===== src/sv/ast_pkg.sv =====
`timescale 1ns / 1ps
package ast_pkg;

  // Token length cap; the length field is 7 bits wide.
  localparam int MAX_TOKEN_LEN = 127;
  localparam int LenCapInt     = (MAX_TOKEN_LEN < 127) ? MAX_TOKEN_LEN : 127;
  localparam logic [6:0] LEN_CAP = 7'(LenCapInt);

  localparam int QUEUE_DEPTH = 2;
  localparam int QPTR_W      = (QUEUE_DEPTH > 1) ? $clog2(QUEUE_DEPTH) : 1;
  localparam int QCNT_W      = $clog2(QUEUE_DEPTH + 1);

  typedef enum logic [3:0] {
    CLS_SYMBOL    = 4'd0,
    CLS_DECIMAL   = 4'd1,
    CLS_DIRECTIVE = 4'd2,
    CLS_COMMA     = 4'd3,
    CLS_ZERO      = 4'd4,
    CLS_HEX       = 4'd5,
    CLS_OCTAL     = 4'd6,
    CLS_DOLLAR    = 4'd7,
    CLS_REGISTER  = 4'd8,
    CLS_COLON     = 4'd9,
    CLS_LPAREN    = 4'd10,
    CLS_RPAREN    = 4'd11,
    CLS_ERROR     = 4'd12,
    CLS_STRING    = 4'd13,
    CLS_MINUS     = 4'd14
  } tok_class_t;

  typedef enum logic [3:0] {
    M_IDLE      = 4'd0,
    M_SYMBOL    = 4'd1,
    M_DECIMAL   = 4'd2,
    M_DIRECTIVE = 4'd3,
    M_ZERO      = 4'd4,
    M_HEX       = 4'd5,
    M_OCTAL     = 4'd6,
    M_DOLLAR    = 4'd7,
    M_REGISTER  = 4'd8,
    M_DOT       = 4'd9,
    M_ERROR     = 4'd10,
    M_STRING    = 4'd11
  } mode_t;

  // Character properties decided by the front end.
  typedef struct packed {
    logic       gap;
    logic       nul;
    logic       digit;
    logic       octal;
    logic       alpha;
    logic       hex_letter;
    logic       underscore;
    logic       zero;
    logic       x_letter;
    logic       dot;
    logic       dollar;
    logic       quote;
    logic       single;
    tok_class_t single_class;
  } char_info_t;

  typedef struct packed {
    logic [7:0]  char_in;
    logic [15:0] line_number;
    char_info_t  info;
  } ast_item_t;

endpackage


===== src/sv/ast_if.sv =====
`timescale 1ns / 1ps
interface ast_in_if;
  logic        valid;
  logic        ready;
  logic [7:0]  char_in;
  logic [15:0] line_number;

  modport source(output valid, output char_in, output line_number, input ready);
  modport sink(input valid, input char_in, input line_number, output ready);
endinterface

interface ast_out_if;
  logic        valid;
  logic        ready;
  logic [7:0]  char_out;
  logic        char_kept;
  logic        token_done;
  logic [3:0]  token_class;
  logic [6:0]  token_length;
  logic [15:0] line_out;

  modport source(output valid, output char_out, output char_kept, output token_done,
                 output token_class, output token_length, output line_out, input ready);
  modport sink(input valid, input char_out, input char_kept, input token_done,
               input token_class, input token_length, input line_out, output ready);
endinterface


===== src/sv/ast_front.sv =====
`timescale 1ns / 1ps
module ast_front
  import ast_pkg::*;
(
  input  logic      clk,
  input  logic      rst,
  ast_in_if.sink    in_ch,
  output logic      item_valid,
  output ast_item_t item,
  input  logic      item_ready
);

  char_info_t info;
  logic [7:0] c;

  assign c = in_ch.char_in;

  always_comb begin
    info.nul        = (c == 8'd0);
    info.gap        = (c == 8'd0) || (c == 8'd32) || (c >= 8'd9 && c <= 8'd13);
    info.digit      = (c >= "0" && c <= "9");
    info.octal      = (c >= "0" && c <= "7");
    info.alpha      = (c >= "a" && c <= "z") || (c >= "A" && c <= "Z");
    info.hex_letter = (c >= "a" && c <= "f") || (c >= "A" && c <= "F");
    info.underscore = (c == "_");
    info.zero       = (c == "0");
    info.x_letter   = (c == "x") || (c == "X");
    info.dot        = (c == ".");
    info.dollar     = (c == "$");
    info.quote      = (c == "\"");
    info.single     = 1'b1;
    case (c)
      "(":     info.single_class = CLS_LPAREN;
      ")":     info.single_class = CLS_RPAREN;
      ":":     info.single_class = CLS_COLON;
      ",":     info.single_class = CLS_COMMA;
      "-":     info.single_class = CLS_MINUS;
      default: begin
        info.single       = 1'b0;
        info.single_class = CLS_SYMBOL;
      end
    endcase
  end

  // One register stage; refill in the same cycle it drains.
  assign in_ch.ready = !item_valid || item_ready;

  always_ff @(posedge clk) begin
    if (rst) begin
      item_valid <= 1'b0;
    end else if (in_ch.ready) begin
      item_valid <= in_ch.valid;
    end
  end

  always_ff @(posedge clk) begin
    if (in_ch.valid && in_ch.ready) begin
      item.char_in     <= in_ch.char_in;
      item.line_number <= in_ch.line_number;
      item.info        <= info;
    end
  end

endmodule


===== src/sv/ast_queue.sv =====
`timescale 1ns / 1ps
module ast_queue
  import ast_pkg::*;
(
  input  logic      clk,
  input  logic      rst,
  input  logic      wr_valid,
  input  ast_item_t wr_item,
  output logic      wr_ready,
  output logic      rd_valid,
  output ast_item_t rd_item,
  input  logic      rd_ready
);

  ast_item_t          entries [QUEUE_DEPTH];
  logic [QPTR_W-1:0]  wr_ptr;
  logic [QPTR_W-1:0]  rd_ptr;
  logic [QCNT_W-1:0]  count;
  logic               push;
  logic               pop;

  assign wr_ready = (count != QCNT_W'(QUEUE_DEPTH));
  assign rd_valid = (count != '0);
  assign rd_item  = entries[rd_ptr];
  assign push     = wr_valid && wr_ready;
  assign pop      = rd_valid && rd_ready;

  function automatic logic [QPTR_W-1:0] bump(input logic [QPTR_W-1:0] p);
    if (p == QPTR_W'(QUEUE_DEPTH - 1)) begin
      return '0;
    end
    return p + 1'b1;
  endfunction

  always_ff @(posedge clk) begin
    if (rst) begin
      wr_ptr <= '0;
      rd_ptr <= '0;
      count  <= '0;
    end else begin
      if (push) begin
        wr_ptr <= bump(wr_ptr);
      end
      if (pop) begin
        rd_ptr <= bump(rd_ptr);
      end
      if (push && !pop) begin
        count <= count + 1'b1;
      end else if (pop && !push) begin
        count <= count - 1'b1;
      end
    end
  end

  always_ff @(posedge clk) begin
    if (push) begin
      entries[wr_ptr] <= wr_item;
    end
  end

endmodule


===== src/sv/ast_back.sv =====
`timescale 1ns / 1ps
module ast_back
  import ast_pkg::*;
(
  input  logic      clk,
  input  logic      rst,
  input  logic      item_valid,
  input  ast_item_t item,
  output logic      item_ready,
  ast_out_if.source out_ch
);

  mode_t      mode;
  mode_t      mode_next;
  logic [6:0] kept_count;
  logic [6:0] kept_count_next;
  logic [6:0] len_sum;
  logic       keep;
  logic       done;
  tok_class_t cls;
  logic       step;
  char_info_t ci;

  assign ci         = item.info;
  assign item_ready = !out_ch.valid || out_ch.ready;
  assign step       = item_valid && item_ready;

  // Next mode.
  always_comb begin
    mode_next = mode;
    case (mode)
      M_IDLE: begin
        if (ci.gap || ci.single) begin
          mode_next = M_IDLE;
        end else if (ci.zero) begin
          mode_next = M_ZERO;
        end else if (ci.digit) begin
          mode_next = M_DECIMAL;
        end else if (ci.alpha || ci.underscore) begin
          mode_next = M_SYMBOL;
        end else if (ci.dot) begin
          mode_next = M_DOT;
        end else if (ci.dollar) begin
          mode_next = M_DOLLAR;
        end else if (ci.quote) begin
          mode_next = M_STRING;
        end else begin
          mode_next = M_ERROR;
        end
      end
      M_STRING: begin
        if (ci.quote || ci.nul) begin
          mode_next = M_IDLE;
        end
      end
      default: begin
        if (ci.gap) begin
          mode_next = M_IDLE;
        end else begin
          mode_next = M_ERROR;
          case (mode)
            M_SYMBOL:    if (ci.alpha || ci.digit || ci.underscore) mode_next = M_SYMBOL;
            M_DECIMAL:   if (ci.digit) mode_next = M_DECIMAL;
            M_DIRECTIVE: if (ci.alpha || ci.digit) mode_next = M_DIRECTIVE;
            M_HEX:       if (ci.digit || ci.hex_letter) mode_next = M_HEX;
            M_OCTAL:     if (ci.octal) mode_next = M_OCTAL;
            M_REGISTER:  if (ci.alpha || ci.digit) mode_next = M_REGISTER;
            M_ZERO: begin
              if (ci.x_letter) begin
                mode_next = M_HEX;
              end else if (ci.octal) begin
                mode_next = M_OCTAL;
              end else if (ci.alpha || ci.underscore) begin
                mode_next = M_SYMBOL;
              end
            end
            M_DOLLAR:    if (ci.alpha || ci.digit) mode_next = M_REGISTER;
            M_DOT:       if (ci.alpha) mode_next = M_DIRECTIVE;
            default:     mode_next = M_ERROR;
          endcase
        end
      end
    endcase
  end

  // Per-character outputs.
  always_comb begin
    keep = 1'b0;
    done = 1'b0;
    cls  = CLS_SYMBOL;
    case (mode)
      M_IDLE: begin
        keep = !ci.gap && !ci.quote;
        done = ci.single;
        cls  = ci.single ? ci.single_class : CLS_SYMBOL;
      end
      M_STRING: begin
        if (ci.quote) begin
          done = 1'b1;
          cls  = CLS_STRING;
        end else if (ci.nul) begin
          done = 1'b1;
          cls  = CLS_ERROR;
        end else begin
          keep = 1'b1;
        end
      end
      default: begin
        if (ci.gap) begin
          done = 1'b1;
          case (mode)
            M_SYMBOL:    cls = CLS_SYMBOL;
            M_DECIMAL:   cls = CLS_DECIMAL;
            M_DIRECTIVE: cls = CLS_DIRECTIVE;
            M_ZERO:      cls = CLS_ZERO;
            M_HEX:       cls = CLS_HEX;
            M_OCTAL:     cls = CLS_OCTAL;
            M_DOLLAR:    cls = CLS_DOLLAR;
            M_REGISTER:  cls = CLS_REGISTER;
            default:     cls = CLS_ERROR;
          endcase
        end else begin
          keep = 1'b1;
        end
      end
    endcase
  end

  // Saturating kept-character count; cleared when a token ends.
  assign len_sum = (keep && kept_count < LEN_CAP) ? kept_count + 7'd1 : kept_count;
  assign kept_count_next = done ? 7'd0 : len_sum;

  always_ff @(posedge clk) begin
    if (rst) begin
      mode         <= M_IDLE;
      kept_count   <= 7'd0;
      out_ch.valid <= 1'b0;
    end else begin
      if (step) begin
        mode       <= mode_next;
        kept_count <= kept_count_next;
      end
      if (item_ready) begin
        out_ch.valid <= item_valid;
      end
    end
  end

  always_ff @(posedge clk) begin
    if (step) begin
      out_ch.char_out     <= item.char_in;
      out_ch.char_kept    <= keep;
      out_ch.token_done   <= done;
      out_ch.token_class  <= done ? cls : CLS_SYMBOL;
      out_ch.token_length <= done ? len_sum : 7'd0;
      out_ch.line_out     <= done ? item.line_number : 16'd0;
    end
  end

endmodule


===== src/sv/assembly_source_tokenizer.sv =====
`timescale 1ns / 1ps
// Assembly source tokenizer: takes one character of a source line per
// transaction on in_ch (a zero character ends the line) and returns exactly
// one result per character on out_ch, in order: the character echoed, whether
// it belongs to the current token text, and, when a token ends on it, the
// token class, its saturating length and the line number. The block sustains
// one character per clock while out_ch does not stall: the back end's lexer
// mode and kept-count registers update once for each accepted character. A
// character's result passes in order through the front register, the
// two-entry queue and the output register on its way to out_ch; either
// side may stall without the other losing data.
module assembly_source_tokenizer
  import ast_pkg::*;
(
  input  logic      clk,
  input  logic      rst,
  ast_in_if.sink    in_ch,
  ast_out_if.source out_ch
);

  logic      f_valid;
  logic      f_ready;
  ast_item_t f_item;
  logic      q_valid;
  logic      q_ready;
  ast_item_t q_item;

  ast_front u_front (
    .clk        (clk),
    .rst        (rst),
    .in_ch      (in_ch),
    .item_valid (f_valid),
    .item       (f_item),
    .item_ready (f_ready)
  );

  ast_queue u_queue (
    .clk      (clk),
    .rst      (rst),
    .wr_valid (f_valid),
    .wr_item  (f_item),
    .wr_ready (f_ready),
    .rd_valid (q_valid),
    .rd_item  (q_item),
    .rd_ready (q_ready)
  );

  ast_back u_back (
    .clk        (clk),
    .rst        (rst),
    .item_valid (q_valid),
    .item       (q_item),
    .item_ready (q_ready),
    .out_ch     (out_ch)
  );

endmodule

===== src/flat_wrapper.sv =====
// flat-port wrapper written by rule: the top's interface ports become plain ports
module assembly_source_tokenizer_flat import ast_pkg::*;
  (clk, rst, in_ch_valid, in_ch_char_in, in_ch_line_number, in_ch_ready, out_ch_valid, out_ch_char_out, out_ch_char_kept, out_ch_token_done, out_ch_token_class, out_ch_token_length, out_ch_line_out, out_ch_ready);
  ast_in_if in_ch_i ();
  ast_out_if out_ch_i ();
  input  logic clk;
  input  logic rst;
  input wire logic [$bits(in_ch_i.valid)-1:0] in_ch_valid;
  input wire logic [$bits(in_ch_i.char_in)-1:0] in_ch_char_in;
  input wire logic [$bits(in_ch_i.line_number)-1:0] in_ch_line_number;
  output wire logic [$bits(in_ch_i.ready)-1:0] in_ch_ready;
  output wire logic [$bits(out_ch_i.valid)-1:0] out_ch_valid;
  output wire logic [$bits(out_ch_i.char_out)-1:0] out_ch_char_out;
  output wire logic [$bits(out_ch_i.char_kept)-1:0] out_ch_char_kept;
  output wire logic [$bits(out_ch_i.token_done)-1:0] out_ch_token_done;
  output wire logic [$bits(out_ch_i.token_class)-1:0] out_ch_token_class;
  output wire logic [$bits(out_ch_i.token_length)-1:0] out_ch_token_length;
  output wire logic [$bits(out_ch_i.line_out)-1:0] out_ch_line_out;
  input wire logic [$bits(out_ch_i.ready)-1:0] out_ch_ready;
  assign in_ch_i.valid = in_ch_valid;
  assign in_ch_i.char_in = in_ch_char_in;
  assign in_ch_i.line_number = in_ch_line_number;
  assign in_ch_ready = in_ch_i.ready;
  assign out_ch_valid = out_ch_i.valid;
  assign out_ch_char_out = out_ch_i.char_out;
  assign out_ch_char_kept = out_ch_i.char_kept;
  assign out_ch_token_done = out_ch_i.token_done;
  assign out_ch_token_class = out_ch_i.token_class;
  assign out_ch_token_length = out_ch_i.token_length;
  assign out_ch_line_out = out_ch_i.line_out;
  assign out_ch_i.ready = out_ch_ready;
  assembly_source_tokenizer u_core (.clk(clk), .rst(rst), .in_ch(in_ch_i), .out_ch(out_ch_i));
endmodule

===== config.mk =====
export PLATFORM = sky130hd
export DESIGN_NAME = assembly_source_tokenizer_flat
export DESIGN_NICKNAME = d
export VERILOG_FILES = /design/src/sv/ast_pkg.sv /design/src/sv/ast_if.sv /design/src/sv/ast_front.sv /design/src/sv/ast_queue.sv /design/src/sv/ast_back.sv /design/src/sv/assembly_source_tokenizer.sv /design/src/flat_wrapper.sv
export SDC_FILE = /design/constraint.sdc
export NUM_CORES = 1
export LEC_CHECK = 0
export BUFFER_PORTS_ARGS = -buffer_cell sky130_fd_sc_hd__buf_2
export CAP_MARGIN = 20
export CORE_MARGIN = 5
export CORE_UTILIZATION = 50
export CTS_CLUSTER_DIAMETER = 50
export CTS_CLUSTER_SIZE = 20
export DETAILED_ROUTE_END_ITERATION = 12
export GPL_ROUTABILITY_DRIVEN = 0
export GPL_TIMING_DRIVEN = 0
export PLACE_DENSITY = 0.74
export SKIP_CTS_REPAIR_TIMING = 1
export SLEW_MARGIN = 20
export SYNTH_ARGS = -nofsm -noshare
export SYNTH_HDL_FRONTEND = slang
export SYNTH_SLANG_ARGS = --single-unit

===== constraint.sdc =====
create_clock -name clk -period 4.18 [get_ports clk]
set_input_delay 0 -clock clk [delete_from_list [all_inputs] [get_ports clk]]
set_output_delay 0 -clock clk [all_outputs]
set_load 0.005 [all_outputs]

---- Yosys cells after proc, flatten, opt, wreduce, memory -nomap -nowiden ----
Memory sizes are Yosys's and may differ from the RTL's. A register that Yosys moved wholly into a read port is not among the register bits.
Cells that the tools add are included.
storage, ports and cells
  RAM bits ................................ 82
  bits in latches ......................... 0
  memories ................................ 2
  bits in registers ....................... 95
  ROM bits ................................ 64
  bits of input ports ..................... 28
cells by class
  order comparisons ....................... 12
  divide/modulo/power cells ............... 0
  reduce and logical (&&, ||, !) cells .... 40
  $add $sub $neg .......................... 5
  shift operators ......................... 0
  equality and inequality tests ........... 25
  multiplexer cells ....................... 56
  bitwise operators ....................... 0
  $mul .................................... 0
memories
  memory                  words  width  read ports  clocked after Yosys merged registers in  write ports  line             RTL
  u_core.u_queue.entries  2      41     1           1                                        1            ast_queue.sv:15  ast_item_t entries [QUEUE_DEPTH];
  (name not given)        16     4      1           1                                        0            ast_back.sv:111  case (mode)
operators by type and width
  operator               count
  $mux W4                23
  $eq A8 B6 Y1 const B   10
  $le A8 B7 Y1 const B   4
  $pmux W4 S8            1
  $eq A8 B7 Y1 const B   3
  $mux W1                22
  $pmux W4 S5            1
  $eq A4 B3 Y1 const B   4
  $ge A8 B7 Y1 const B   2
  $le A8 B6 Y1 const B   2
  $pmux W4 S2            2
  $logic_and A1 B1 Y1    14
  $mux W7                2
  $logic_or A1 B1 Y1     13
  $eq A4 B4 Y1 const B   3
  $eq A4 B2 Y1 const B   2
  $ge A8 B4 Y1 const B   1
  $ge A8 B6 Y1 const B   1
  $le A8 B4 Y1 const B   1
  $logic_not A8 Y1       1
  $add A7 B1 Y7 const B  1
  $lt A7 B7 Y1 const B   1
  $logic_not A1 Y1       6
  $mux W2                3
  11 further kinds       15

---- Longest topological paths before layout ----
Gate-level depths: netlist (run 1).
  depth after elaboration ................. 10
  depth in mapped cells ................... 11
  gate-level depth less buffers ........... 8

---- Hierarchy ----
Synthesis (run 1) repeated with hierarchy kept, for this count alone.
unflattened totals
  cells, all modules ...................... 482
  area, all modules ....................... 7335.8 um2
modules (own cells, without submodules)
  module     times used  area each (um2)  cells each
  ast_queue  1           3171.8           152
  ast_back   1           2542.4           230
  ast_front  1           1621.6           100

---- Least setup slack after synthesis (run 1) ----
OpenSTA, ideal clock, no wires.
  kind .................................... reg2reg
  start ................................... reg u_core.u_queue.count[0]
  end ..................................... reg (tool-made name)
  path buffers ............................ 1
  arrival time ............................ 2842 ps
  required time ........................... 4066 ps
  stages on the path, launching flop included .. 9
  setup slack ............................. 1224 ps
  cell sequence ........................... dfxtp_1 -> clkbuf_1 -> o21ai_2 -> clkinv_1 -> nand2_1 -> a311oi_1 -> a211o_1 -> or3_1 -> a21o_1
RTL lines
  element                 line             RTL
  start, declared         ast_queue.sv:18  logic [QCNT_W-1:0] count;
  start signal, assigned  ast_queue.sv:48  count <= count + 1'b1;
  start signal, assigned  ast_queue.sv:50  count <= count - 1'b1;

==> results of run 1 <==
-- placed cells by master (no fill, tap or decap), drive strengths merged, types with 3 or more instances in the layout --
| master | count |
|---|---|
| buf | 77 |
| a41oi | 6 |
| o21a | 4 |
| edfxtp | 160 |
| a21oi | 22 |
| clkinv | 8 |
| clkbuf | 30 |
| mux2 | 10 |
| nand4 | 5 |
| xor2 | 8 |
| nand3 | 8 |
| nor3 | 12 |
| dlygate4sd3 | 26 |
| nor3b | 3 |
| dfxtp | 22 |
| nor4b | 5 |
| o21ai | 18 |
| o221ai | 4 |
| or2 | 4 |
| inv | 16 |
| nor4 | 8 |
| or3 | 10 |
| nand2b | 5 |
| nor2b | 4 |
| nor2 | 51 |
| nand2 | 14 |
| mux2i | 27 |
| and3 | 5 |
-- flip-flops by register name, indices dropped and copies added, names as in the netlist, named ones only --
name,cells
u_core.u_front.item,41
u_core.u_queue.rd_ptr,1
u_core.u_queue.entries,82
u_core.u_back.out_ch.char_out,8
u_core.u_back.out_ch.token_done,1
u_core.u_back.out_ch.line_out,16
u_core.u_front.item_valid,1
u_core.u_back.out_ch.token_length,7
u_core.u_back.out_ch.char_kept,1
u_core.u_back.kept_count,7
u_core.u_back.mode,4
u_core.u_back.out_ch.valid,1
u_core.u_queue.wr_ptr,1
u_core.u_queue.count,2
u_core.u_back.out_ch.token_class,4
-- final cells by class --
class / instances / area (sq um) / share of cell area
flip-flops and latches: 182 / 5250 / 0.603
plain buffers: 22 / 106 / 0.0122
clock buffers: 17 / 425 / 0.0489
well taps: 184 / 230 / 0.0265
repair buffers: 94 / 661 / 0.0760
multi-input cells: 271 / 1820 / 0.210
inverters: 13 / 50.0 / 0.00576
clock inverters: 14 / 150 / 0.0173
-- final timing paths --
| kind | startpoint | endpoint | slack, ns | depth (start not counted) |
|---|---|---|---|---|
| setup / recovery | u_core.u_queue.count[0] | register | 1.14 | 8 |
| hold / removal | rst | u_core.u_front.item_valid | 0.005 | 2 |
| setup reg to reg | u_core.u_queue.count[0] | register | 1.14 | 8 |
| hold reg to reg | u_core.u_front.item[33] | u_core.u_queue.entries[1][33] | 0.45 | 0 |
-- kinds of logic (layout without fill, tap and decap cells) --
family / after synthesis / after routing
AO/OA/AOI/OAI: 75 / 75
XOR/XNOR: 10 / 10
adder cells (fa/ha/maj): 2 / 2
buffers and inverters: 35 / 160
flip-flops: 182 / 182
multiplexers: 37 / 37
AND/OR/NAND/NOR: 147 / 147
-- metrics by stage --
stage | util | power (W) | setup WS [ns] | area, sq um
6_report | 0.605 | 0.00574 | 1.14 | 8690
5_1_grt | 0.605 | 0.00605 | 0.870 | 8690
4_1_cts | 0.587 | 0.00573 | 1.11 | 8430
3_5_place_dp | 0.547 | 0.00418 | 1.13 | 7860
3_3_place_gp | 0.541 | 0.00410 | 0.236 | 7770
2_1_floorplan | - | 0.00365 | 1.22 | 7210
-- power groups by stage --
stage	registers (W)	clock network (W)	logic, W
finish	0.00255	0.00156	0.00163
global route	0.00258	0.00166	0.00181
CTS	0.00255	0.00157	0.00161
detailed placement	0.00259	0	0.00160
global placement	0.00258	0	0.00152
floorplan	0.00259	0	0.00107
-- worst max-delay path: stages, from the launching register on --
cell	delay, ns
dfxtp_1	0.30
clkbuf_1	0.16
o21ai_2	0.38
clkinv_2	0.70
nand2_1	0.42
a21oi_1	0.10
a221oi_2	0.39
and4bb_1	0.26
a31o_2	0.21
-- per-layer routing --
layer	vias up	track usage	wire length [um]
met3	25	0.0381	758
li1	2103	-	-
met4	0	0.0721	376
met5	-	0	0
met1	2163	0.200	5490
met2	143	0.279	7250
==> flow_summary_export.csv, run 1 <==
group,metric,value,unit
synth,synthAdderAreaFrac,0.00347,
synth,synth_edf_count,160,
synth,yosys-top-cells-area,"edfxtp_1 67%, dfxtp_1 6.1%, mux2i_1 3.7%",
die,core-area,0.0144,sq mm
clock_tree,cts_tree,"done",
setup_path,critPathMaxFanout,44,
die,start_util,0.502,
layout,final_nets,631,
die,num_rows,44,
power_and_ir_drop,peakVddDrop,0.372,mV
global_route,antenna_found_initial,0,
synth,synthXorXnorAreaFrac,0.0121,
place,dp.cells,740,
drt,drt_wl_total,13900,um
power_and_ir_drop,seq_power_share,0.444,
layout,drive_above_1_share,0.207,
layout,fillers,1048,
global_route,grt_pass1_vias,4275,
timing,slew_headroom,0.495,
drt,antenna_left,0,
synth,netlist_instances,488,
timing,period_minus_slack,3.04,ns
place,io_buffers,65,
setup_path,start_kind,"register",
global_route,grt_pass1_wl,21200,um
timing,maxSlewViolCount,0,
timing,tns,0,ns
drt,routedWlPerCell,17.4,um
place,dp_hpwl,9090,um
drt,drc,0,
synth,ys_ff_latch,182,
synth,synth_compound_area_frac,0.0725,
setup_path,path_class,"reg -> reg",
drt,first_pass_iters,7,
run,drv_cap,0,
die,ios,67,
clock_tree,cts.sinks,182,
clock_tree,clk_pin_slew,0.07,ns
timing,rsz0062_at_grt,"false",
synth,synth.most_common_cell,"edfxtp_1",
synth,synthDistinctLibCells,62,
worst_hold_path,holdCritPathClass,"in -> reg",
power_and_ir_drop,cellPowerDensity,660,mW/mm^2
synth,syn_avg_cell_area,14.8,sq um
power_and_ir_drop,clockPowerShare,0.271,
global_route,grt_overflow_total,0,
power_and_ir_drop,power.internal,0.00395,W
setup_path,required,4.50,ns
synth,synthTopCellsByCount,"160 x edfxtp_1, 51 x nor2_1, 27 x mux2i_1",
synth,synth-seq-area-share,0.727,
timing,period_share,0.727,
global_route,track_usage,0.164,
synth,syn_nets,518,
global_route,grt_start_max_net_pins,45,
clock_tree,ctsLongestPathBuffers,2,
setup_path,end_kind,"register",
synth,async_flop_share,0,
power_and_ir_drop,p_leak,3.08,nW
synth,synth_top_family_by_area,"simple AND/OR/NAND/NOR gates",
die,dieArea,0.0169,sq mm
synth,synthSimpleGateAreaFrac,0.110,
synth,synth_top_cell_by_area,"edfxtp_1",
timing,hold_ws,0.00452,ns
synth,synth_top_cell_area_share,0.666,
clock_tree,htree_levels,4,
power_and_ir_drop,comb_power_share,0.284,
timing,max_freq,0.329,GHz
setup_path,cp_data_arrival_time,3.36,ns
synth,ys.flop_type,"edfxtp_1",
die,fp.dieW,130,um
layout,fin_cells,797,
drt,via_count,4434,
layout,syn_to_final_growth,20.5,%
timing,finalHoldViolCount,0,
drt,viasPerCell,5.56,
synth,netlist_area,0.00721,sq mm
clock_tree,cts_buffers,17,
timing,tightest_slew,0.757,ns
drt,drtIter0Drc,411,
power_and_ir_drop,p_sw,0.00179,W
power_and_ir_drop,swShare,0.312,
clock_tree,clock-root-buffer,"clkbuf_16",
timing,setup_violations,0,
timing,clock_skew,0.0101,ns
die,dieHeight,130,um
layout,diodes,0,
status,status,"finished clean",
synth,muxShareOfSynthArea,0.0536,
clock_tree,clkLatencyLatePin,0.43,ns
synth,yosys_warnings,0,
(Power assumes the default switching activity.)
==> run 2, diff against run 1 <==
--- a/config.mk
+++ b/config.mk
@@ -5,6 +5,7 @@
 export SDC_FILE = /design/constraint.sdc
 export NUM_CORES = 1
 export LEC_CHECK = 0
+export ABC_AREA = 1
 export BUFFER_PORTS_ARGS = -buffer_cell sky130_fd_sc_hd__buf_2
 export CAP_MARGIN = 20
 export CORE_MARGIN = 5
==> constraint.sdc (replaced) <==
create_clock -name clk -period 3.17 [get_ports clk]
set_input_delay 0 -clock clk [delete_from_list [all_inputs] [get_ports clk]]
set_output_delay 0 -clock clk [all_outputs]
set_load 0.005 [all_outputs]
==> run 2 against run 1 <==
Effect of this change: worst setup slack got worse by 0.28 ns; sequential share of layout area decreased by 1.5 points; critical path type unchanged; combinational power increased by 45%; synthesized area increased by 2.9%; critical path depth unchanged; first-iteration DRC count decreased by 13%; cell count increased by 21%; fmax increased by 31%; register-to-register slack got worse by 0.28 ns; hold slack improved by 0.28 ns; die area increased by 2.7%.
==> flow_summary_export.csv, run 2 <==
group,metric,value,unit
power_and_ir_drop,p_leak,3.49,nW
die,num_rows,44,
power_and_ir_drop,peakVddDrop,0.421,mV
drt,viasPerCell,5.20,
setup_path,critPathMaxFanout,15,
setup_path,rr_endpoint,"u_core.u_queue.count[1]",
synth,synth_top_cell_area_share,0.647,
synth,async_flop_share,0,
synth,syn_avg_cell_area,11.4,sq um
timing,hold_ws,0.283,ns
die,core-area,0.0145,sq mm
layout,reg_top3,"u_core.u_queue.entries (82), u_core.u_front.item (41), u_core.u_back.out_ch.line_out (16)",
layout,diodes,0,
power_and_ir_drop,comb_power_share,0.305,
synth,netlist_area,0.00742,sq mm
die,dieHeight,132,um
timing,tightest_slew,0.721,ns
clock_tree,cts_buffers,17,
global_route,grt_pass1_vias,4996,
power_and_ir_drop,p_sw,0.00262,W
layout,largest_reg_flops,82,
setup_path,r2r-start,"u_core.u_queue.count[0]",
clock_tree,cts.sinks,182,
drt,via_count,5031,
drt,drc,0,
synth,synthTopCellsByCount,"174 x nand2_1, 160 x edfxtp_1, 68 x nor2_1",
synth,netlist_instances,653,
global_route,antenna_found_initial,0,
layout,mostFrequentLayoutCells,"174 x nand2_1, 160 x edfxtp_1, 69 x buf_2, 66 x nor2_1, 58 x inv_1",
global_route,grt_overflow_total,0,
timing,clock_skew,0.00861,ns
timing,slew_headroom,0.515,
drt,drt_wl_total,14600,um
global_route,grt_start_max_net_pins,28,
timing,rsz0062_at_grt,"false",
run,drv_cap,0,
layout,syn_to_final_growth,20.0,%
place,io_buffers,66,
clock_tree,clk_pin_slew,0.07,ns
timing,maxSlewViolCount,0,
synth,syn_nets,683,
clock_tree,htree_levels,4,
timing,finalHoldViolCount,0,
synth,synth_edf_count,160,
timing,period_share,0.730,
worst_hold_path,min_to,"u_core.u_front.item[26]",
worst_hold_path,hp-start,"in_ch_line_number[9]",
timing,period_minus_slack,2.31,ns
timing,finalWorstSetupSlack,0.855,ns
synth,synth-seq-area-share,0.707,
timing,setup_violations,0,
drt,antenna_left,0,
synth,synth.most_common_cell,"nand2_1",
die,ios,67,
synth,synthDistinctLibCells,43,
synth,synth_top_cell_by_area,"edfxtp_1",
drt,drtIter0Drc,356,
status,status,"finished clean",
layout,final_nets,800,
global_route,track_usage,0.168,
clock_tree,cts_tree,"done",
timing,max_freq,0.432,GHz
die,dieArea,0.0174,sq mm
clock_tree,clkLatencyLatePin,0.43,ns
layout,fillers,1154,
worst_hold_path,hold-path-cell-count,2,
setup_path,r2r_cells,8,
setup_path,path_class,"reg -> reg",
power_and_ir_drop,power.internal,0.00511,W
clock_tree,clock-root-buffer,"clkbuf_16",
die,start_util,0.511,
worst_hold_path,holdCritPathClass,"in -> reg",
layout,regMostFlops,"u_core.u_queue.entries",
place,dpl_worst_slack,0.871,ns
place,dp_hpwl,10200,um
synth,yosys-top-cells-area,"edfxtp_1 65%, nand2_1 8.8%, dfxtp_1 5.9%",
clock_tree,ctsLongestPathBuffers,2,
setup_path,start_kind,"register",
layout,final_common_cell,"nand2_1",
layout,drive_above_1_share,0.179,
setup_path,cp_data_arrival_time,2.63,ns
power_and_ir_drop,cellPowerDensity,867,mW/mm^2
global_route,grt_pass1_wl,23500,um
synth,ys.flop_type,"edfxtp_1",
power_and_ir_drop,seq_power_share,0.449,
synth,yosys_warnings,0,
die,fp.dieW,132,um
power_and_ir_drop,swShare,0.339,
drt,routedWlPerCell,15.1,um
power_and_ir_drop,clockPowerShare,0.246,
setup_path,end_kind,"register",
setup_path,regToRegSetupSlack,0.86,ns
drt,first_pass_iters,7,
synth,ys_ff_latch,182,
setup_path,required,3.48,ns
==> run 2: cell types whose count changed in the layout (fill, tap and decap cells not counted), sizes merged, moves of 6 or more <==
cell,previous run,this run
a21oi,22,36
nand2,14,180
or3,10,0
nand3,8,21
nor2,51,72
nor4,8,2
inv,16,69
o21ai,18,34
mux2,10,0
mux2i,27,2
xor2,8,0
==> run 2: cell type report <==
class                      count  area (sq um)  share of cell area
inverter                      67           251              0.0282
clock inverter                12           100              0.0112
sequential                   182          5250               0.589
buffer                        11          63.8             0.00716
tap                          184           230              0.0258
timing repair buffer          98           703              0.0789
multi-input combinational    393          1880               0.211
clock buffer                  20           437              0.0490
==> run 2: cells by family after synthesis <==
logic type / after synthesis / share of synthesized area
buffers and inverters: 78 / 0.0425
flip-flops: 182 / 0.707
adder cells (fa/ha/maj): 2 / 0.00337
multiplexers: 2 / 0.00270
AND/OR/NAND/NOR: 297 / 0.168
AO/OA/AOI/OAI: 89 / 0.0735
XOR/XNOR: 3 / 0.00354
==> run 2: critical path, cell delays in order (launching register included) <==
cell	delay, ns
dfxtp_1	0.33
inv_1	0.11
a21oi_4	0.47
clkinv_1	0.41
ha_1	0.42
a21oi_1	0.12
o21ai_0	0.11
o21ai_0	0.18
a21oi_1	0.05
==> run 2: power by group through the flow <==
stage / clock network, W / registers, W / logic [W]
final: 0.00190 / 0.00347 / 0.00236
after global routing: 0.00204 / 0.00351 / 0.00265
after CTS: 0.00193 / 0.00347 / 0.00234
after detailed placement: 0 / 0.00351 / 0.00232
after global placement: 0 / 0.00351 / 0.00214
after floorplan: 0 / 0.00352 / 0.00145
==> run 2: worst max-delay path by stage <==
stage / start / endpoint / depth (start not counted)
after global routing: u_core.u_queue.count[0] / u_core.u_queue.count[1] / 8
after detailed placement: u_core.u_queue.count[0] / u_core.u_queue.count[1] / 8
after CTS: u_core.u_queue.count[0] / u_core.u_queue.count[1] / 8
final: u_core.u_queue.count[0] / u_core.u_queue.count[1] / 8
after floorplan: u_core.u_queue.count[1] / u_core.u_queue.entries[1][0] / 3
after global placement: u_core.u_queue.count[1] / u_core.u_queue.entries[1][20] / 3
==> run 2: per-stage QoR <==
step                setup TNS, ns  utilization  cell area (sq um)  instances  power (W)
floorplan                       0            -               7420        653    0.00498
global placement           -56.40        0.549               7980        903    0.00566
detailed placement              0        0.557               8100        908    0.00584
CTS                             0        0.594               8640        940    0.00774
global route                    0        0.613               8910        967    0.00820
finish                          0        0.613               8910        967    0.00773
==> run 2: metal layers <==
metal / track usage / share of wire / wire length [um] / vias up
li1: - / - / - / 2472
met1: 0.198 / 0.41 / 5930 / 2334
met2: 0.291 / 0.52 / 7540 / 187
met3: 0.0378 / 0.052 / 759 / 38
met4: 0.0817 / 0.027 / 402 / 0
met5: 0 / 0 / 0 / -
